`src/rtl/assert_macros.svh`:
```
// Assertion helpers for the RTL. Each macro expects clk and rst_n in scope.
`ifndef ASSERT_MACROS_SVH
`define ASSERT_MACROS_SVH

`ifndef SYNTHESIS

// The property must hold at every clock edge outside reset.
`define RTI_ASSERT_ALWAYS(lbl, expr) \
    lbl: assert property (@(posedge clk) disable iff (!rst_n) (expr)) \
        else $error("assertion failed");

// When ante holds, cons must hold in the cycle after.
`define RTI_ASSERT_NEXT(lbl, ante, cons) \
    lbl: assert property (@(posedge clk) disable iff (!rst_n) (ante) |=> (cons)) \
        else $error("assertion failed");

`else

`define RTI_ASSERT_ALWAYS(lbl, expr)
`define RTI_ASSERT_NEXT(lbl, ante, cons)

`endif

`endif

```
`src/rtl/rti_pkg.sv`:
```
`default_nettype none

package rti_pkg;

    localparam int COORD_W    = 16;
    localparam int RAY_ID_W   = 32;
    localparam int VERT_W     = 3 * COORD_W;
    localparam int THR_W      = 16;
    localparam int CFG_IDX_W  = 8;
    localparam int CFG_DATA_W = VERT_W;
    localparam int DIST_W     = 32;
    localparam int FRAC_W     = 16;
    localparam int OPA_W      = COORD_W + 1;
    localparam int OPB_W      = 2 * OPA_W + 1;
    localparam int PROD_W     = OPA_W + OPB_W;
    localparam int ACC_W      = 56;
    localparam int STEP_W     = 5;
    localparam int MAC_STEPS  = 24;
    localparam int DIV_STEPS  = DIST_W;
    localparam int PT_STEPS   = 4;
    localparam int COORD_MAX  = (1 << (COORD_W - 1)) - 1;
    localparam int COORD_MIN  = -COORD_MAX - 1;

    localparam logic [THR_W-1:0] THR_RESET = THR_W'(17);

    localparam logic [CFG_IDX_W-1:0] CFG_VERTEX_ONE   = CFG_IDX_W'(0);
    localparam logic [CFG_IDX_W-1:0] CFG_VERTEX_TWO   = CFG_IDX_W'(1);
    localparam logic [CFG_IDX_W-1:0] CFG_VERTEX_THREE = CFG_IDX_W'(2);
    localparam logic [CFG_IDX_W-1:0] CFG_THRESHOLD    = CFG_IDX_W'(3);

    typedef enum logic [3:0] {
        A_DX, A_DY, A_DZ,
        A_E1X, A_E1Y, A_E1Z,
        A_E2X, A_E2Y, A_E2Z,
        A_SX, A_SY, A_SZ
    } a_sel_t;

    typedef enum logic [3:0] {
        B_E1X, B_E1Y, B_E1Z,
        B_E2X, B_E2Y, B_E2Z,
        B_PX, B_PY, B_PZ,
        B_QX, B_QY, B_QZ
    } b_sel_t;

    typedef enum logic [3:0] {
        DST_NONE,
        DST_PX, DST_PY, DST_PZ,
        DST_QX, DST_QY, DST_QZ,
        DST_DET, DST_UN, DST_VN, DST_TN
    } dst_t;

    typedef enum logic [1:0] {
        RES_MISS,
        RES_CACHE,
        RES_HIT
    } res_sel_t;

    typedef struct packed {
        a_sel_t a;
        b_sel_t b;
        logic   neg;
        logic   first;
        dst_t   dst;
    } mac_op_t;

    typedef struct packed {
        logic                  capture;
        logic                  mac_en;
        logic [STEP_W-1:0]     step;
        logic                  norm;
        logic                  div_init;
        logic                  div_sat;
        logic                  div_step;
        logic                  pt_mul;
        logic [1:0]            pt_mul_k;
        logic                  pt_fin;
        logic [1:0]            pt_fin_k;
        logic                  load_res;
        res_sel_t              res_sel;
    } cmd_t;

    typedef struct packed {
        logic cache_hit;
        logic reject;
        logic sat;
    } status_t;

    typedef struct packed {
        logic signed [COORD_W-1:0] origin_x;
        logic signed [COORD_W-1:0] origin_y;
        logic signed [COORD_W-1:0] origin_z;
        logic signed [COORD_W-1:0] dir_x;
        logic signed [COORD_W-1:0] dir_y;
        logic signed [COORD_W-1:0] dir_z;
        logic [RAY_ID_W-1:0]       ray_id;
    } ray_t;

    typedef struct packed {
        logic                      hit;
        logic [DIST_W-1:0]         distance;
        logic signed [COORD_W-1:0] hit_x;
        logic signed [COORD_W-1:0] hit_y;
        logic signed [COORD_W-1:0] hit_z;
    } result_t;

    function automatic logic signed [COORD_W-1:0] coord_of(
        input logic [VERT_W-1:0] v,
        input logic [1:0]        k
    );
        return v[k*COORD_W +: COORD_W];
    endfunction

    // Multiply-accumulate schedule: edge cross products, then the four dot products.
    function automatic mac_op_t mac_op(input logic [STEP_W-1:0] step);
        mac_op_t m;
        m = '{A_DX, B_E1X, 1'b0, 1'b1, DST_NONE};
        unique case (step)
            5'd0:    m = '{A_DY,  B_E2Z, 1'b0, 1'b1, DST_NONE};
            5'd1:    m = '{A_DZ,  B_E2Y, 1'b1, 1'b0, DST_PX};
            5'd2:    m = '{A_DZ,  B_E2X, 1'b0, 1'b1, DST_NONE};
            5'd3:    m = '{A_DX,  B_E2Z, 1'b1, 1'b0, DST_PY};
            5'd4:    m = '{A_DX,  B_E2Y, 1'b0, 1'b1, DST_NONE};
            5'd5:    m = '{A_DY,  B_E2X, 1'b1, 1'b0, DST_PZ};
            5'd6:    m = '{A_SY,  B_E1Z, 1'b0, 1'b1, DST_NONE};
            5'd7:    m = '{A_SZ,  B_E1Y, 1'b1, 1'b0, DST_QX};
            5'd8:    m = '{A_SZ,  B_E1X, 1'b0, 1'b1, DST_NONE};
            5'd9:    m = '{A_SX,  B_E1Z, 1'b1, 1'b0, DST_QY};
            5'd10:   m = '{A_SX,  B_E1Y, 1'b0, 1'b1, DST_NONE};
            5'd11:   m = '{A_SY,  B_E1X, 1'b1, 1'b0, DST_QZ};
            5'd12:   m = '{A_E1X, B_PX,  1'b0, 1'b1, DST_NONE};
            5'd13:   m = '{A_E1Y, B_PY,  1'b0, 1'b0, DST_NONE};
            5'd14:   m = '{A_E1Z, B_PZ,  1'b0, 1'b0, DST_DET};
            5'd15:   m = '{A_SX,  B_PX,  1'b0, 1'b1, DST_NONE};
            5'd16:   m = '{A_SY,  B_PY,  1'b0, 1'b0, DST_NONE};
            5'd17:   m = '{A_SZ,  B_PZ,  1'b0, 1'b0, DST_UN};
            5'd18:   m = '{A_DX,  B_QX,  1'b0, 1'b1, DST_NONE};
            5'd19:   m = '{A_DY,  B_QY,  1'b0, 1'b0, DST_NONE};
            5'd20:   m = '{A_DZ,  B_QZ,  1'b0, 1'b0, DST_VN};
            5'd21:   m = '{A_E2X, B_QX,  1'b0, 1'b1, DST_NONE};
            5'd22:   m = '{A_E2Y, B_QY,  1'b0, 1'b0, DST_NONE};
            5'd23:   m = '{A_E2Z, B_QZ,  1'b0, 1'b0, DST_TN};
            default: m = '{A_DX,  B_E1X, 1'b0, 1'b1, DST_NONE};
        endcase
        return m;
    endfunction

endpackage

`default_nettype wire

```
`src/rtl/rti_if.sv`:
```
`default_nettype none

interface rti_ray_if;
    logic                               valid;
    logic                               ready;
    logic signed [rti_pkg::COORD_W-1:0] origin_x;
    logic signed [rti_pkg::COORD_W-1:0] origin_y;
    logic signed [rti_pkg::COORD_W-1:0] origin_z;
    logic signed [rti_pkg::COORD_W-1:0] dir_x;
    logic signed [rti_pkg::COORD_W-1:0] dir_y;
    logic signed [rti_pkg::COORD_W-1:0] dir_z;
    logic [rti_pkg::RAY_ID_W-1:0]       ray_id;

    modport source (output valid, origin_x, origin_y, origin_z, dir_x, dir_y, dir_z,
                    ray_id, input ready);
    modport sink (input valid, origin_x, origin_y, origin_z, dir_x, dir_y, dir_z,
                  ray_id, output ready);
endinterface

interface rti_result_if;
    logic                               valid;
    logic                               ready;
    logic                               hit;
    logic [rti_pkg::DIST_W-1:0]         distance;
    logic signed [rti_pkg::COORD_W-1:0] hit_x;
    logic signed [rti_pkg::COORD_W-1:0] hit_y;
    logic signed [rti_pkg::COORD_W-1:0] hit_z;

    modport source (output valid, hit, distance, hit_x, hit_y, hit_z, input ready);
    modport sink (input valid, hit, distance, hit_x, hit_y, hit_z, output ready);
endinterface

interface rti_cfg_if;
    logic                            valid;
    logic                            ready;
    logic [rti_pkg::CFG_IDX_W-1:0]   index;
    logic [rti_pkg::CFG_DATA_W-1:0]  data;

    modport source (output valid, index, data, input ready);
    modport sink (input valid, index, data, output ready);
endinterface

`default_nettype wire

```
`src/rtl/ray_triangle_intersection_core.sv`:
```
// Moller-Trumbore ray/triangle test in signed Q8.8 fixed point. Each ray beat on
// the ray channel yields exactly one result beat: hit, distance t as unsigned
// Q16.16 (saturating, 0 on a miss) and the saturated Q8.8 hit point. The triangle
// and the parallel threshold are written over the cfg channel, which is always
// ready; writing a vertex empties the one-entry cache that replays the last hit
// for a repeated ray id. One ray is in flight at a time. A cached ray is answered
// from the cache; a computed ray is checked first, and when t saturates the
// divider is skipped. The next ray is accepted in the cycle after the result is
// loaded. The work is done by the single shared 17x35 multiply-accumulate unit,
// which forms the cross and dot products in 24 steps, and by the radix-2 divider,
// which produces one bit of t per cycle, 32 bits in all.
// A finished result sits in an output register, so the next ray is accepted
// while it waits to be taken; that ray's result is held back until the register
// has been read.
`default_nettype none
`include "assert_macros.svh"

module ray_triangle_intersection_core (
    input  wire logic    clk,
    input  wire logic    rst_n,
    rti_ray_if.sink      ray,
    rti_result_if.source result,
    rti_cfg_if.sink      cfg
);

    rti_pkg::cmd_t    cmd;
    rti_pkg::status_t status;
    rti_pkg::ray_t    ray_item;
    rti_pkg::result_t res;
    logic             ray_ready;
    logic             out_valid;

    // Configuration writes go straight into registers, so the port never stalls.
    assign cfg.ready = 1'b1;

    assign ray_item = '{ray.origin_x, ray.origin_y, ray.origin_z,
                        ray.dir_x, ray.dir_y, ray.dir_z, ray.ray_id};
    assign ray.ready = ray_ready;

    // The controller steps through cache check, products, checks, division
    // and hit point; the datapath holds all arithmetic and the cache.
    rti_ctrl u_ctrl (
        .clk       (clk),
        .rst_n     (rst_n),
        .ray_valid (ray.valid),
        .ray_ready (ray_ready),
        .out_valid (out_valid),
        .out_ready (result.ready),
        .status    (status),
        .cmd       (cmd)
    );

    rti_datapath u_datapath (
        .clk       (clk),
        .rst_n     (rst_n),
        .cmd       (cmd),
        .status    (status),
        .ray_item  (ray_item),
        .cfg_we    (cfg.valid),
        .cfg_index (cfg.index),
        .cfg_data  (cfg.data),
        .res       (res)
    );

    assign result.valid    = out_valid;
    assign result.hit      = res.hit;
    assign result.distance = res.distance;
    assign result.hit_x    = res.hit_x;
    assign result.hit_y    = res.hit_y;
    assign result.hit_z    = res.hit_z;

    // Only one ray is worked on at a time.
    `RTI_ASSERT_NEXT(a_one_in_flight, ray.valid && ray.ready, !ray.ready)
    // A new result never overwrites one that has not been taken.
    `RTI_ASSERT_ALWAYS(a_no_overwrite, !cmd.load_res || !out_valid || result.ready)
    // Datapath phases never overlap.
    `RTI_ASSERT_ALWAYS(a_phase_excl, $onehot0({cmd.capture, cmd.mac_en, cmd.norm,
        cmd.div_init, cmd.div_sat, cmd.div_step, cmd.load_res}))

endmodule

`default_nettype wire

```
`src/rtl/rti_ctrl.sv`:
```
`default_nettype none

module rti_ctrl (
    input  wire logic             clk,
    input  wire logic             rst_n,
    input  wire logic             ray_valid,
    output logic                  ray_ready,
    output logic                  out_valid,
    input  wire logic             out_ready,
    input  wire rti_pkg::status_t status,
    output rti_pkg::cmd_t         cmd
);

    typedef enum logic [2:0] {
        ST_IDLE,
        ST_CACHE,
        ST_MAC,
        ST_NORM,
        ST_CHECK,
        ST_DIV,
        ST_POINT,
        ST_DONE
    } state_t;

    state_t                         state_reg, state_next;
    logic [rti_pkg::STEP_W-1:0]     step_reg, step_next;
    rti_pkg::res_sel_t              res_sel_reg, res_sel_next;
    logic                           out_valid_reg, out_valid_next;

    always_comb
    begin
        state_next   = state_reg;
        step_next    = step_reg;
        res_sel_next = res_sel_reg;
        ray_ready    = 1'b0;
        cmd          = '0;
        cmd.step     = step_reg;
        cmd.res_sel  = res_sel_reg;
        cmd.pt_mul_k = step_reg[1:0];
        cmd.pt_fin_k = step_reg[1:0] - 2'd1;

        unique case (state_reg)
            ST_IDLE:
            begin
                ray_ready = 1'b1;
                if (ray_valid)
                begin
                    cmd.capture = 1'b1;
                    state_next  = ST_CACHE;
                end
            end
            ST_CACHE:
            begin
                if (status.cache_hit)
                begin
                    res_sel_next = rti_pkg::RES_CACHE;
                    state_next   = ST_DONE;
                end
                else
                begin
                    step_next  = '0;
                    state_next = ST_MAC;
                end
            end
            ST_MAC:
            begin
                cmd.mac_en = 1'b1;
                if (step_reg == rti_pkg::STEP_W'(rti_pkg::MAC_STEPS - 1))
                    state_next = ST_NORM;
                else
                    step_next = step_reg + 1'b1;
            end
            ST_NORM:
            begin
                cmd.norm   = 1'b1;
                state_next = ST_CHECK;
            end
            ST_CHECK:
            begin
                step_next = '0;
                priority if (status.reject)
                begin
                    res_sel_next = rti_pkg::RES_MISS;
                    state_next   = ST_DONE;
                end
                else if (status.sat)
                begin
                    cmd.div_sat = 1'b1;
                    state_next  = ST_POINT;
                end
                else
                begin
                    cmd.div_init = 1'b1;
                    state_next   = ST_DIV;
                end
            end
            ST_DIV:
            begin
                cmd.div_step = 1'b1;
                if (step_reg == rti_pkg::STEP_W'(rti_pkg::DIV_STEPS - 1))
                begin
                    step_next  = '0;
                    state_next = ST_POINT;
                end
                else
                    step_next = step_reg + 1'b1;
            end
            ST_POINT:
            begin
                cmd.pt_mul = (step_reg != rti_pkg::STEP_W'(rti_pkg::PT_STEPS - 1));
                cmd.pt_fin = (step_reg != '0);
                if (step_reg == rti_pkg::STEP_W'(rti_pkg::PT_STEPS - 1))
                begin
                    res_sel_next = rti_pkg::RES_HIT;
                    state_next   = ST_DONE;
                end
                else
                    step_next = step_reg + 1'b1;
            end
            ST_DONE:
            begin
                if (!out_valid_reg || out_ready)
                begin
                    cmd.load_res = 1'b1;
                    state_next   = ST_IDLE;
                end
            end
            default:
            begin
                state_next = ST_IDLE;
            end
        endcase

        if (cmd.load_res)
            out_valid_next = 1'b1;
        else if (out_ready)
            out_valid_next = 1'b0;
        else
            out_valid_next = out_valid_reg;
    end

    always_ff @(posedge clk or negedge rst_n)
    begin
        if (!rst_n)
        begin
            state_reg     <= ST_IDLE;
            step_reg      <= '0;
            res_sel_reg   <= rti_pkg::RES_MISS;
            out_valid_reg <= 1'b0;
        end
        else
        begin
            state_reg     <= state_next;
            step_reg      <= step_next;
            res_sel_reg   <= res_sel_next;
            out_valid_reg <= out_valid_next;
        end
    end

    assign out_valid = out_valid_reg;

endmodule

`default_nettype wire

```
`src/rtl/rti_datapath.sv`:
```
`default_nettype none

module rti_datapath (
    input  wire logic                          clk,
    input  wire logic                          rst_n,
    input  wire rti_pkg::cmd_t                 cmd,
    output rti_pkg::status_t                   status,
    input  wire rti_pkg::ray_t                 ray_item,
    input  wire logic                          cfg_we,
    input  wire logic [rti_pkg::CFG_IDX_W-1:0] cfg_index,
    input  wire logic [rti_pkg::CFG_DATA_W-1:0] cfg_data,
    output rti_pkg::result_t                   res
);

    localparam int PSUM_W = rti_pkg::ACC_W - rti_pkg::FRAC_W + 1;

    // Configuration and cache.
    logic [rti_pkg::VERT_W-1:0]         vert_reg [3];
    logic [rti_pkg::THR_W-1:0]          thr_reg;
    logic                               cache_valid_reg;
    logic [rti_pkg::RAY_ID_W-1:0]       cached_id_reg;
    logic [rti_pkg::DIST_W-1:0]         cached_dist_reg;
    logic signed [rti_pkg::COORD_W-1:0] cached_pt_reg [3];

    // Working registers for one ray.
    logic signed [rti_pkg::COORD_W-1:0] o_reg [3];
    logic signed [rti_pkg::COORD_W-1:0] d_reg [3];
    logic signed [rti_pkg::OPA_W-1:0]   s_reg [3];
    logic [rti_pkg::RAY_ID_W-1:0]       id_reg;
    logic signed [rti_pkg::OPB_W-1:0]   p_reg [3];
    logic signed [rti_pkg::OPB_W-1:0]   q_reg [3];
    logic signed [rti_pkg::ACC_W-1:0]   det_reg, un_reg, vn_reg, tn_reg;
    logic signed [rti_pkg::ACC_W-1:0]   acc_reg;
    logic [rti_pkg::ACC_W-1:0]          rem_reg;
    logic [rti_pkg::DIST_W-1:0]         dl_reg;
    logic [rti_pkg::DIST_W-1:0]         tq_reg;
    logic signed [rti_pkg::COORD_W-1:0] hp_reg [3];
    rti_pkg::result_t                   res_reg;

    logic signed [rti_pkg::OPA_W-1:0]   e1 [3];
    logic signed [rti_pkg::OPA_W-1:0]   e2 [3];
    logic signed [rti_pkg::COORD_W-1:0] o_in [3];
    logic signed [rti_pkg::COORD_W-1:0] d_in [3];
    rti_pkg::mac_op_t                   op;
    logic signed [rti_pkg::OPA_W-1:0]   a_op;
    logic signed [rti_pkg::OPB_W-1:0]   b_op;
    logic signed [rti_pkg::PROD_W-1:0]  prod;
    logic signed [rti_pkg::ACC_W-1:0]   acc_base, acc_next;
    logic [rti_pkg::ACC_W-1:0]          rs;
    logic                               ge;
    logic signed [PSUM_W-1:0]           psum;
    logic signed [rti_pkg::COORD_W-1:0] psat;
    logic signed [rti_pkg::ACC_W:0]     uv_sum;

    always_comb
    begin
        for (int k = 0; k < 3; k++)
        begin
            e1[k] = rti_pkg::OPA_W'(rti_pkg::coord_of(vert_reg[1], 2'(k)))
                  - rti_pkg::OPA_W'(rti_pkg::coord_of(vert_reg[0], 2'(k)));
            e2[k] = rti_pkg::OPA_W'(rti_pkg::coord_of(vert_reg[2], 2'(k)))
                  - rti_pkg::OPA_W'(rti_pkg::coord_of(vert_reg[0], 2'(k)));
        end
        o_in[0] = ray_item.origin_x;
        o_in[1] = ray_item.origin_y;
        o_in[2] = ray_item.origin_z;
        d_in[0] = ray_item.dir_x;
        d_in[1] = ray_item.dir_y;
        d_in[2] = ray_item.dir_z;
    end

    // Operand selection for the shared multiplier.
    always_comb
    begin
        op = rti_pkg::mac_op(cmd.step);
        unique case (op.a)
            rti_pkg::A_DX:  a_op = rti_pkg::OPA_W'(d_reg[0]);
            rti_pkg::A_DY:  a_op = rti_pkg::OPA_W'(d_reg[1]);
            rti_pkg::A_DZ:  a_op = rti_pkg::OPA_W'(d_reg[2]);
            rti_pkg::A_E1X: a_op = e1[0];
            rti_pkg::A_E1Y: a_op = e1[1];
            rti_pkg::A_E1Z: a_op = e1[2];
            rti_pkg::A_E2X: a_op = e2[0];
            rti_pkg::A_E2Y: a_op = e2[1];
            rti_pkg::A_E2Z: a_op = e2[2];
            rti_pkg::A_SX:  a_op = s_reg[0];
            rti_pkg::A_SY:  a_op = s_reg[1];
            rti_pkg::A_SZ:  a_op = s_reg[2];
            default:        a_op = '0;
        endcase
        unique case (op.b)
            rti_pkg::B_E1X: b_op = rti_pkg::OPB_W'(e1[0]);
            rti_pkg::B_E1Y: b_op = rti_pkg::OPB_W'(e1[1]);
            rti_pkg::B_E1Z: b_op = rti_pkg::OPB_W'(e1[2]);
            rti_pkg::B_E2X: b_op = rti_pkg::OPB_W'(e2[0]);
            rti_pkg::B_E2Y: b_op = rti_pkg::OPB_W'(e2[1]);
            rti_pkg::B_E2Z: b_op = rti_pkg::OPB_W'(e2[2]);
            rti_pkg::B_PX:  b_op = p_reg[0];
            rti_pkg::B_PY:  b_op = p_reg[1];
            rti_pkg::B_PZ:  b_op = p_reg[2];
            rti_pkg::B_QX:  b_op = q_reg[0];
            rti_pkg::B_QY:  b_op = q_reg[1];
            rti_pkg::B_QZ:  b_op = q_reg[2];
            default:        b_op = '0;
        endcase
        if (cmd.pt_mul)
        begin
            a_op = rti_pkg::OPA_W'(d_reg[cmd.pt_mul_k]);
            b_op = $signed({{(rti_pkg::OPB_W - rti_pkg::DIST_W){1'b0}}, tq_reg});
        end
        prod     = a_op * b_op;
        acc_base = (op.first || cmd.pt_mul) ? '0 : acc_reg;
        if (op.neg && !cmd.pt_mul)
            acc_next = acc_base - rti_pkg::ACC_W'(prod);
        else
            acc_next = acc_base + rti_pkg::ACC_W'(prod);
    end

    // Restoring division step, hit point add with saturation, and the status flags.
    always_comb
    begin
        rs = {rem_reg[rti_pkg::ACC_W-2:0], dl_reg[rti_pkg::DIST_W-1]};
        ge = (rs >= $unsigned(det_reg));

        psum = PSUM_W'(o_reg[cmd.pt_fin_k]) + PSUM_W'(acc_reg >>> rti_pkg::FRAC_W);
        if (psum > PSUM_W'(rti_pkg::COORD_MAX))
            psat = rti_pkg::COORD_W'(rti_pkg::COORD_MAX);
        else if (psum < PSUM_W'(rti_pkg::COORD_MIN))
            psat = rti_pkg::COORD_W'(rti_pkg::COORD_MIN);
        else
            psat = psum[rti_pkg::COORD_W-1:0];

        uv_sum = (rti_pkg::ACC_W+1)'(un_reg) + (rti_pkg::ACC_W+1)'(vn_reg);

        status.cache_hit = cache_valid_reg && (id_reg == cached_id_reg);
        status.reject    = (det_reg == '0)
                        || ($unsigned(det_reg) < rti_pkg::ACC_W'(thr_reg))
                        || (un_reg < 0) || (un_reg > det_reg)
                        || (vn_reg < 0) || (uv_sum > (rti_pkg::ACC_W+1)'(det_reg))
                        || (tn_reg < 0);
        status.sat = ({{rti_pkg::FRAC_W{1'b0}}, $unsigned(tn_reg)}
                      >= {$unsigned(det_reg), {rti_pkg::FRAC_W{1'b0}}});
    end

    // Configuration registers and the one-entry cache.
    always_ff @(posedge clk or negedge rst_n)
    begin
        if (!rst_n)
        begin
            vert_reg[0]     <= '0;
            vert_reg[1]     <= '0;
            vert_reg[2]     <= '0;
            thr_reg         <= rti_pkg::THR_RESET;
            cache_valid_reg <= 1'b0;
            cached_id_reg   <= '0;
            cached_dist_reg <= '0;
            cached_pt_reg[0] <= '0;
            cached_pt_reg[1] <= '0;
            cached_pt_reg[2] <= '0;
        end
        else
        begin
            if (cfg_we)
            begin
                unique case (cfg_index)
                    rti_pkg::CFG_VERTEX_ONE:
                    begin
                        vert_reg[0]     <= cfg_data;
                        cache_valid_reg <= 1'b0;
                    end
                    rti_pkg::CFG_VERTEX_TWO:
                    begin
                        vert_reg[1]     <= cfg_data;
                        cache_valid_reg <= 1'b0;
                    end
                    rti_pkg::CFG_VERTEX_THREE:
                    begin
                        vert_reg[2]     <= cfg_data;
                        cache_valid_reg <= 1'b0;
                    end
                    rti_pkg::CFG_THRESHOLD:
                    begin
                        thr_reg <= cfg_data[rti_pkg::THR_W-1:0];
                    end
                    default:
                    begin
                    end
                endcase
            end
            if (cmd.load_res && cmd.res_sel == rti_pkg::RES_HIT)
            begin
                cache_valid_reg <= 1'b1;
                cached_id_reg   <= id_reg;
                cached_dist_reg <= tq_reg;
                cached_pt_reg   <= hp_reg;
            end
        end
    end

    // Datapath registers; no reset needed.
    always_ff @(posedge clk)
    begin
        if (cmd.capture)
        begin
            id_reg <= ray_item.ray_id;
            for (int k = 0; k < 3; k++)
            begin
                o_reg[k] <= o_in[k];
                d_reg[k] <= d_in[k];
                s_reg[k] <= rti_pkg::OPA_W'(o_in[k])
                          - rti_pkg::OPA_W'(rti_pkg::coord_of(vert_reg[0], 2'(k)));
            end
        end

        if (cmd.mac_en || cmd.pt_mul)
            acc_reg <= acc_next;

        if (cmd.mac_en)
        begin
            unique case (op.dst)
                rti_pkg::DST_PX:  p_reg[0] <= acc_next[rti_pkg::OPB_W-1:0];
                rti_pkg::DST_PY:  p_reg[1] <= acc_next[rti_pkg::OPB_W-1:0];
                rti_pkg::DST_PZ:  p_reg[2] <= acc_next[rti_pkg::OPB_W-1:0];
                rti_pkg::DST_QX:  q_reg[0] <= acc_next[rti_pkg::OPB_W-1:0];
                rti_pkg::DST_QY:  q_reg[1] <= acc_next[rti_pkg::OPB_W-1:0];
                rti_pkg::DST_QZ:  q_reg[2] <= acc_next[rti_pkg::OPB_W-1:0];
                rti_pkg::DST_DET: det_reg  <= acc_next;
                rti_pkg::DST_UN:  un_reg   <= acc_next;
                rti_pkg::DST_VN:  vn_reg   <= acc_next;
                rti_pkg::DST_TN:  tn_reg   <= acc_next;
                default:
                begin
                end
            endcase
        end

        // A negative determinant flips the sign of every term.
        if (cmd.norm && det_reg < 0)
        begin
            det_reg <= -det_reg;
            un_reg  <= -un_reg;
            vn_reg  <= -vn_reg;
            tn_reg  <= -tn_reg;
        end

        if (cmd.div_init)
        begin
            rem_reg <= $unsigned(tn_reg) >> rti_pkg::FRAC_W;
            dl_reg  <= {tn_reg[rti_pkg::FRAC_W-1:0],
                        {(rti_pkg::DIST_W - rti_pkg::FRAC_W){1'b0}}};
            tq_reg  <= '0;
        end
        else if (cmd.div_sat)
            tq_reg <= '1;
        else if (cmd.div_step)
        begin
            rem_reg <= ge ? (rs - $unsigned(det_reg)) : rs;
            dl_reg  <= {dl_reg[rti_pkg::DIST_W-2:0], 1'b0};
            tq_reg  <= {tq_reg[rti_pkg::DIST_W-2:0], ge};
        end

        if (cmd.pt_fin)
            hp_reg[cmd.pt_fin_k] <= psat;

        if (cmd.load_res)
        begin
            unique case (cmd.res_sel)
                rti_pkg::RES_CACHE:
                    res_reg <= '{1'b1, cached_dist_reg, cached_pt_reg[0],
                                 cached_pt_reg[1], cached_pt_reg[2]};
                rti_pkg::RES_HIT:
                    res_reg <= '{1'b1, tq_reg, hp_reg[0], hp_reg[1], hp_reg[2]};
                default:
                    res_reg <= '0;
            endcase
        end
    end

    assign res = res_reg;

endmodule

`default_nettype wire

```
`src/flat_wrapper.sv`:
```
// flat-port wrapper written by rule: the top's interface ports become plain ports
module ray_triangle_intersection_core_flat 
  (clk, rst_n, ray_valid, ray_origin_x, ray_origin_y, ray_origin_z, ray_dir_x, ray_dir_y, ray_dir_z, ray_ray_id, ray_ready, result_valid, result_hit, result_distance, result_hit_x, result_hit_y, result_hit_z, result_ready, cfg_valid, cfg_index, cfg_data, cfg_ready);
  rti_ray_if ray_i ();
  rti_result_if result_i ();
  rti_cfg_if cfg_i ();
  input  wire logic clk;
  input  wire logic rst_n;
  input wire logic [$bits(ray_i.valid)-1:0] ray_valid;
  input wire logic [$bits(ray_i.origin_x)-1:0] ray_origin_x;
  input wire logic [$bits(ray_i.origin_y)-1:0] ray_origin_y;
  input wire logic [$bits(ray_i.origin_z)-1:0] ray_origin_z;
  input wire logic [$bits(ray_i.dir_x)-1:0] ray_dir_x;
  input wire logic [$bits(ray_i.dir_y)-1:0] ray_dir_y;
  input wire logic [$bits(ray_i.dir_z)-1:0] ray_dir_z;
  input wire logic [$bits(ray_i.ray_id)-1:0] ray_ray_id;
  output wire logic [$bits(ray_i.ready)-1:0] ray_ready;
  output wire logic [$bits(result_i.valid)-1:0] result_valid;
  output wire logic [$bits(result_i.hit)-1:0] result_hit;
  output wire logic [$bits(result_i.distance)-1:0] result_distance;
  output wire logic [$bits(result_i.hit_x)-1:0] result_hit_x;
  output wire logic [$bits(result_i.hit_y)-1:0] result_hit_y;
  output wire logic [$bits(result_i.hit_z)-1:0] result_hit_z;
  input wire logic [$bits(result_i.ready)-1:0] result_ready;
  input wire logic [$bits(cfg_i.valid)-1:0] cfg_valid;
  input wire logic [$bits(cfg_i.index)-1:0] cfg_index;
  input wire logic [$bits(cfg_i.data)-1:0] cfg_data;
  output wire logic [$bits(cfg_i.ready)-1:0] cfg_ready;
  assign ray_i.valid = ray_valid;
  assign ray_i.origin_x = ray_origin_x;
  assign ray_i.origin_y = ray_origin_y;
  assign ray_i.origin_z = ray_origin_z;
  assign ray_i.dir_x = ray_dir_x;
  assign ray_i.dir_y = ray_dir_y;
  assign ray_i.dir_z = ray_dir_z;
  assign ray_i.ray_id = ray_ray_id;
  assign ray_ready = ray_i.ready;
  assign result_valid = result_i.valid;
  assign result_hit = result_i.hit;
  assign result_distance = result_i.distance;
  assign result_hit_x = result_i.hit_x;
  assign result_hit_y = result_i.hit_y;
  assign result_hit_z = result_i.hit_z;
  assign result_i.ready = result_ready;
  assign cfg_i.valid = cfg_valid;
  assign cfg_i.index = cfg_index;
  assign cfg_i.data = cfg_data;
  assign cfg_ready = cfg_i.ready;
  ray_triangle_intersection_core u_core (.clk(clk), .rst_n(rst_n), .ray(ray_i), .result(result_i), .cfg(cfg_i));
endmodule
```
`config.mk`:
```
export PLATFORM = sky130hd
export DESIGN_NAME = ray_triangle_intersection_core_flat
export DESIGN_NICKNAME = d
export VERILOG_FILES = /design/src/rtl/rti_pkg.sv /design/src/rtl/rti_if.sv /design/src/rtl/ray_triangle_intersection_core.sv /design/src/rtl/rti_ctrl.sv /design/src/rtl/rti_datapath.sv /design/src/flat_wrapper.sv
export VERILOG_INCLUDE_DIRS = /design/src /design/src/rtl
export SDC_FILE = /design/constraint.sdc
export NUM_CORES = 2
export LEC_CHECK = 0
export BUFFER_PORTS_ARGS = -buffer_cell sky130_fd_sc_hd__buf_4
export CAP_MARGIN = 20
export CORE_MARGIN = 3
export CORE_UTILIZATION = 52
export CTS_CLUSTER_SIZE = 14
export DETAILED_ROUTE_END_ITERATION = 16
export PLACE_DENSITY = 0.73
export RECOVER_POWER = 100
export SLEW_MARGIN = 20
export SYNTH_ARGS = -nofsm -noshare
export SYNTH_HDL_FRONTEND = slang
export SYNTH_SLANG_ARGS = --single-unit
```
`constraint.sdc`:
```
create_clock -name clk -period 18 [get_ports clk]
set_clock_uncertainty 0.05 [all_clocks]
set_input_delay 1.8 -clock clk [delete_from_list [all_inputs] [get_ports clk]]
set_output_delay 1.8 -clock clk [all_outputs]
set_load 0.01 [all_outputs]
```
**Word level (Yosys, flattened, before mapping)**

Memory sizes are Yosys's and may differ from the RTL's.
Cells that the tools add are included.

- Add/sub/neg operators: 20
- $mul: 1
- Magnitude comparators: 13
- Equal/unequal tests: 60
- Muxes and demuxes: 102
- Bitwise operators: 2
- Reductions and logical operators: 53

Operators by type and width:

| kind | count |
|---|---|
| 56-bit 2-to-1 mux | 14 |
| 35-bit case mux with 12 select lines | 1 |
| 56-bit by 1-bit < comparator with 1-bit output (second input constant) | 4 |
| 56-bit negation | 4 |
| 17-bit case mux with 12 select lines | 1 |
| 35-bit 2-to-1 mux | 5 |
| 81-bit case mux with 2 select lines | 1 |
| 32-bit 2-to-1 mux | 5 |
| 16-bit by 16-bit subtractor with 17-bit output | 9 |
| 35-bit OR reduction | 4 |
| 40-bit 2-to-1 mux | 3 |
| 56-bit by 72-bit >= comparator with 1-bit output | 1 |
| 56-bit by 56-bit adder with 57-bit output | 1 |
| 57-bit by 56-bit > comparator with 1-bit output | 1 |
| 56-bit by 52-bit adder with 56-bit output | 1 |
| 56-bit >= comparator | 1 |
| 56-bit > comparator | 1 |
| 56-bit zero test | 1 |
| 56-bit by 16-bit < comparator with 1-bit output | 1 |
| 56-bit by 52-bit subtractor with 56-bit output | 1 |
| 55-bit 2-to-1 mux | 1 |
| 55-bit subtractor | 1 |
| 17-bit by 35-bit multiplier with 52-bit output | 1 |
| 48-bit bitwise mux | 1 |
| other kinds (49) | 187 |

- Bits in registers: 828
- Memory bits (writable): 357
- Bits in read-only memories: 448
- Bits of input ports: 189
- Output and inout bits: 84
- Logic and storage cells: 289
- Memories kept: 6

Memory list:

| memory | depth | width | read ports | clocked after memory_dff | write ports | line | RTL |
|---|---|---|---|---|---|---|---|
| (no name shown) | 32 | 14 | 1 | 0 | 0 | rti_pkg.sv:117 | `unique case (step)` |
| u_core.u_datapath.p_reg | 3 | 35 | 3 | 0 | 1 | rti_datapath.sv:30 | `logic signed [rti_pkg::OPB_W-1:0] p_reg [3];` |
| u_core.u_datapath.q_reg | 3 | 35 | 3 | 0 | 1 | rti_datapath.sv:31 | `logic signed [rti_pkg::OPB_W-1:0] q_reg [3];` |
| u_core.u_datapath.s_reg | 3 | 17 | 3 | 0 | 3 | rti_datapath.sv:28 | `logic signed [rti_pkg::OPA_W-1:0] s_reg [3];` |
| u_core.u_datapath.d_reg | 3 | 16 | 4 | 0 | 3 | rti_datapath.sv:27 | `logic signed [rti_pkg::COORD_W-1:0] d_reg [3];` |
| u_core.u_datapath.o_reg | 3 | 16 | 1 | 0 | 3 | rti_datapath.sv:26 | `logic signed [rti_pkg::COORD_W-1:0] o_reg [3];` |

**Longest topological paths before layout**

- Depth after elaboration: 11
- Depth in mapped cells: 60
- Mapped depth without buffers: 54

**By module**

A second synthesis with hierarchy kept.

- Cell total of the unflattened synthesis: 9,561
- Area, all modules: 95,072.4 um^2

Modules (own cells, without submodules):

| module | times used | cells each | area an instance (um^2) | sequential area each (um^2) |
|---|---|---|---|---|
| rti_datapath | 1 | 9,458 | 94,215.4 | 33,419.6 |
| rti_ctrl | 1 | 101 | 845.8 | 275.3 |
| ray_triangle_intersection_core | 1 | 2 | 11.3 | 0.0 |

**Worst setup path after synthesis**

No wires, ideal clock.

- Path kind: register to register
- From: reg u_core.u_ctrl.step_reg[0] in the netlist's numbering
- To: reg u_core.u_datapath.det_reg[52] in the netlist's numbering, data pin
- Arrival: 13.257 ns
- Required time: 17.680 ns
- Slack: 4.424 ns
- Cell stages (with the launch flop): 58
- Clock period less this slack: 13.576 ns
- Path through: dfrtp_1 -> clkbuf_1 -> inv_1 -> ha_1 -> buf_2 -> xor2_1 -> nor2_1 -> o32ai_1 -> clkbuf_1 -> nand2_1 -> nor2_1 -> clkbuf_1 -> a22oi_1 -> nand3_1 -> nor2_1 -> o21ai_0 -> a211oi_1 -> o22ai_1 -> [... 22 more ...] -> or4_1 -> or2_2 -> o21ai_0 -> xor2_1 -> ha_1 -> a21o_1 -> a21oi_1 -> o221ai_1 -> a221oi_1 -> o21ai_0 -> a21oi_1 -> o21ai_0 -> and4_1 -> a2111oi_0 -> o21ai_0 -> o21ai_0 -> xor2_1 -> o21ai_0

- Cells in the longest elaborated chain, start to end: 10
- Elaborated cells on any way between the ends: 43
- Those cells by class: add/sub: 2; mul: 1; eq/ne: 23; mux: 10; reduce/logical: 5; memory: 2

RTL lines:

| what | line | RTL |
|---|---|---|
| start, declared | rti_ctrl.sv:26 | `logic [rti_pkg::STEP_W-1:0] step_reg, step_next;` |
| start signal, assigned | rti_ctrl.sv:154 | `step_reg <= step_next;` |
| memory read 32 x 14 bit | n/a |  |
| 4-bit equality test (tied with other cells) | rti_datapath.sv:76 | `unique case (op.a)` |
| 17-bit case mux with 12 select lines or 35-bit case mux with 12 select lines (tied branches) | rti_datapath.sv:76, rti_datapath.sv:91 |  |
| 17-bit 2-to-1 mux or 35-bit 2-to-1 mux (tied branches) | rti_datapath.sv:106 | `if (cmd.pt_mul)` |
| 17-bit by 35-bit multiplier with 52-bit output | rti_datapath.sv:111 | `prod = a_op * b_op;` |
| 56-bit by 52-bit adder with 56-bit output or 56-bit by 52-bit subtractor with 56-bit output (tied branches) | rti_datapath.sv:116, rti_datapath.sv:114 |  |
| 56-bit 2-to-1 mux * | rti_datapath.sv:113 | `if (op.neg && !cmd.pt_mul)` |
| 56-bit 2-to-1 mux * | rti_datapath.sv:220 | `unique case (op.dst)` |
| 56-bit 2-to-1 mux * | rti_datapath.sv:218 | `if (cmd.mac_en)` |
| 56-bit 2-to-1 mux * | rti_datapath.sv:238 | `if (cmd.norm && det_reg < 0)` |
| end signal, assigned | rti_datapath.sv:227 | `rti_pkg::DST_DET: det_reg <= acc_next;` |
| end signal, assigned | rti_datapath.sv:240 | `det_reg <= -det_reg;` |
| end, declared | rti_datapath.sv:32 | `logic signed [rti_pkg::ACC_W-1:0] det_reg, un_reg, vn_reg, tn_reg;` |

Every way passes the cells marked *; elsewhere a longest branch is shown, timed or not. The select of a mux whose other input is x is not followed.
A chain may end at the register's enable or synchronous reset.

**Worst setup path after layout**

- From: reg u_core.u_ctrl.step_reg[1] in the netlist's numbering
- To: reg u_core.u_datapath.det_reg[52] in the netlist's numbering, data pin

The elaborated chain is that of the path after synthesis.

==> results.md <==
* Outcome: finished with violations
* Failing checks: max-capacitance violations, max-slew violations
* Fin Setup TNS at 0 ps
* Core area at 179400 sq um
* H-tree lvl count at 4
* Max cap viols at 29
* Drt first pass iters at 7
* Die Wd at 431.8 um
* Initial antenna violation count at 11
* P&R area growth vs syn at 9.211%
* Final Max Slew Viols at approximately 1.7k
* Detail Route Antenna Nets at 0
* Worst-skew pair later-pin latency at 810 ps
* Total gr overflow at 0
* Detail Placement HPWL at 245.8 mm
* Post-route insts no fill at 12.24k
* CP required at 18470 ps
* Netlist cell types at approximately 110
* FP Rows at about 160
* Post-synthesis sequential area ratio at 0.3574
* Yosys top cell by area: edfxtp_1
* Top Ports at 273
* Worst R2R Start: u_core.u_ctrl.step_reg[1]$_DFFE_PN0P_
* Post-Syn Nets at 11.02k
* Total GRT Usage at 0.3350
* # nets final at 11.19k
* CTS Hold Bufs at 0
* RSZ-0062 raised after global routing: false
* First-pass GRT wire length at 473.8 mm
* Port bufs at 271
* Synth Flop Type: edfxtp_1
* Worst Tran Pin Value at 5908 ps
* Max reg flops at 144
* Clk sinks at 1185
* Worst setup path end: u_core.u_datapath.det_reg[52]$_DFFE_PP_
* CP Launch Type: flop
* Register bit count reported by yosys at 1185
* Total number of vias at 76.31k
* Max stage delay cell, worst path: a2111oi_0
* Post-placement cell count at 11.99k
* Setup Viol. Count Final at 0
* CP bufs+invs at 9
* Crit. End Element: flop
* YS warnings at 0
* CTS buffer count at 132
* Worst rel slew slack at -2.939
* Post-CTS Setup Inserts at 0
* Ratio of cells with drive above 1 in the final layout at 0.07895
* Type of the worst setup path: reg2reg
* Mapped Cells at 9593
* Worst hold path type: reg2reg
* Clock transition at the registers of the reported paths at roughly 70 ps
* Die height at 431.8 um
* WL/cell at about 26 um
* R2R cell count at 54
* Die area at 186400 sq um
* Bufs on Longest Clock Path at 3
* Syn Area/Cell at 9.827 sq um
* Tcrit/Tclk final at 0.9292
* Initial core utilization at 0.5255
* Gpl congestion at 1.021
* CP max stage delay at 880 ps
* Final Hold Fails at 0
* CTS tree: built
* Worst-path fanout max at 41
* Post-CTS Resized at 0
* RR Endpoint: u_core.u_datapath.det_reg[52]$_DFFE_PP_
* Vias per cell at 6.235
* DRC viols at 0
* Levels on crit path at 54
* Synthesized area at ~94000 sq um
* Synth top area cells: edfxtp_1 (27%), fa_1 (12%), ha_1 (8.7%)
* Synth top cells by count: nand2_1 (882), inv_1 (871), edfxtp_1 (854)
* Clock root cell: clkbuf_16
* Total Wirelength at 315.2 mm
* Number of flops mapped to enable cells by yosys at 854
* Yosys top cell area share at 0.2720
* WP data arrival at 17190 ps
* Largest net degree at the start of global routing at 105
* Async SR Flop Fraction at 0.2397
* Drt initial violations at 8713
* Crit path from: u_core.u_ctrl.step_reg[1]$_DFFE_PN0P_
* Flop-to-flop setup slack at 1280 ps
* Tmin final at approximately 17000 ps
* Top delay family on crit path: compound AO/OA/AOI/OAI gates
* Peak Freq at 0.05979 GHz
* Count leader, synth: nand2_1
* Vias in the first global route at 76.26k
* HP Start: u_core.u_datapath.rem_reg[54]$_SDFFE_PP0P_
[worst min path at each step]
stage	end	slack, ps	depth (start not counted)
floorplan	u_core.u_datapath.rem_reg[54]$_SDFFE_PP0P_	400	2
global placement	u_core.u_datapath.rem_reg[54]$_SDFFE_PP0P_	420	2
detailed placement	u_core.u_datapath.rem_reg[54]$_SDFFE_PP0P_	440	2
CTS	u_core.u_datapath.cached_pt_reg[21]$_DFFE_PN0P_	440	1
global route	u_core.u_datapath.cached_pt_reg[4]$_DFFE_PN0P_	460	1
finish	u_core.u_datapath.rem_reg[54]$_SDFFE_PP0P_	440	2
[layout by cell type (no fill, tap or decap), types with 120 or more instances in the layout]
master and count:
a22oi_1 120, nor2_1 836, edfxtp_1 854, nor3_1 158, buf_4 148, clkbuf_1 202
clkbuf_16 132, a21o_1 274, nor2b_1 207, nand3_1 145, xnor2_1 363, xor2_1 236
and2_1 125, inv_1 871, a21oi_1 487, mux2_2 232, o21ai_0 533, fa_1 580
nand2_1 881, ha_1 654, dfrtp_1 281
[worst register-to-register path: cells and delay by family (launching register included)]
kind	cells	cell delay (ps)
AO/OA/AOI/OAI	19	5270
adder cells (fa/ha/maj)	9	4280
AND/OR/NAND/NOR	13	3860
buffers and inverters	9	1710
XOR/XNOR	4	950
flip-flops	1	320
[metal layers]
layer / GRT usage / wire [um] / vias to the layer above
met5: 0 / 41 / -
met2: 0.5159 / 139000 / 3795
met4: 0.1374 / 15060 / 6
met1: 0.4549 / 128400 / 37750
met3: 0.08088 / 32730 / 693
li1: - / - / 34060
[per-stage QoR]
stage | utilization | setup WS (ps) | cell area, sq um | hold WS (ps)
after global routing | 0.5739 | 187.0 | 102900 | 457.6
after CTS | 0.5785 | 1667 | 103800 | 441.1
final | 0.5739 | 1275 | 103000 | 441.3
after detailed placement | 0.5533 | 1678 | 99250 | 437.7
after floorplan | - | 4424 | 94270 | 398.2
after global placement | 0.5530 | 1726 | 99200 | 418.2
[cell type report]
class	count	area (sq um)
fillers	15280	76440
multi-input cells	7165	56070
flip-flops and latches	1185	33700
clock buffers	162	3506
inverters	872	3273
well taps	2355	2947
repair buffers	413	2425
clock inverters	83	1031
diodes	4	10.01
[kinds of logic after synthesis]
group,Yosys count,synth area share
AND/OR/NAND/NOR,2898,0.1445
AO/OA/AOI/OAI,2109,0.1444
buffers and inverters,1243,0.05054
adder cells (fa/ha/maj),1235,0.2101
flip-flops,1185,0.3574
XOR/XNOR,599,0.05565
multiplexers,323,0.03738
other,1,0.00003978
Power is not shown: default switching activity piles up to over one toggle a cycle in this logic, so the estimate is an artifact.
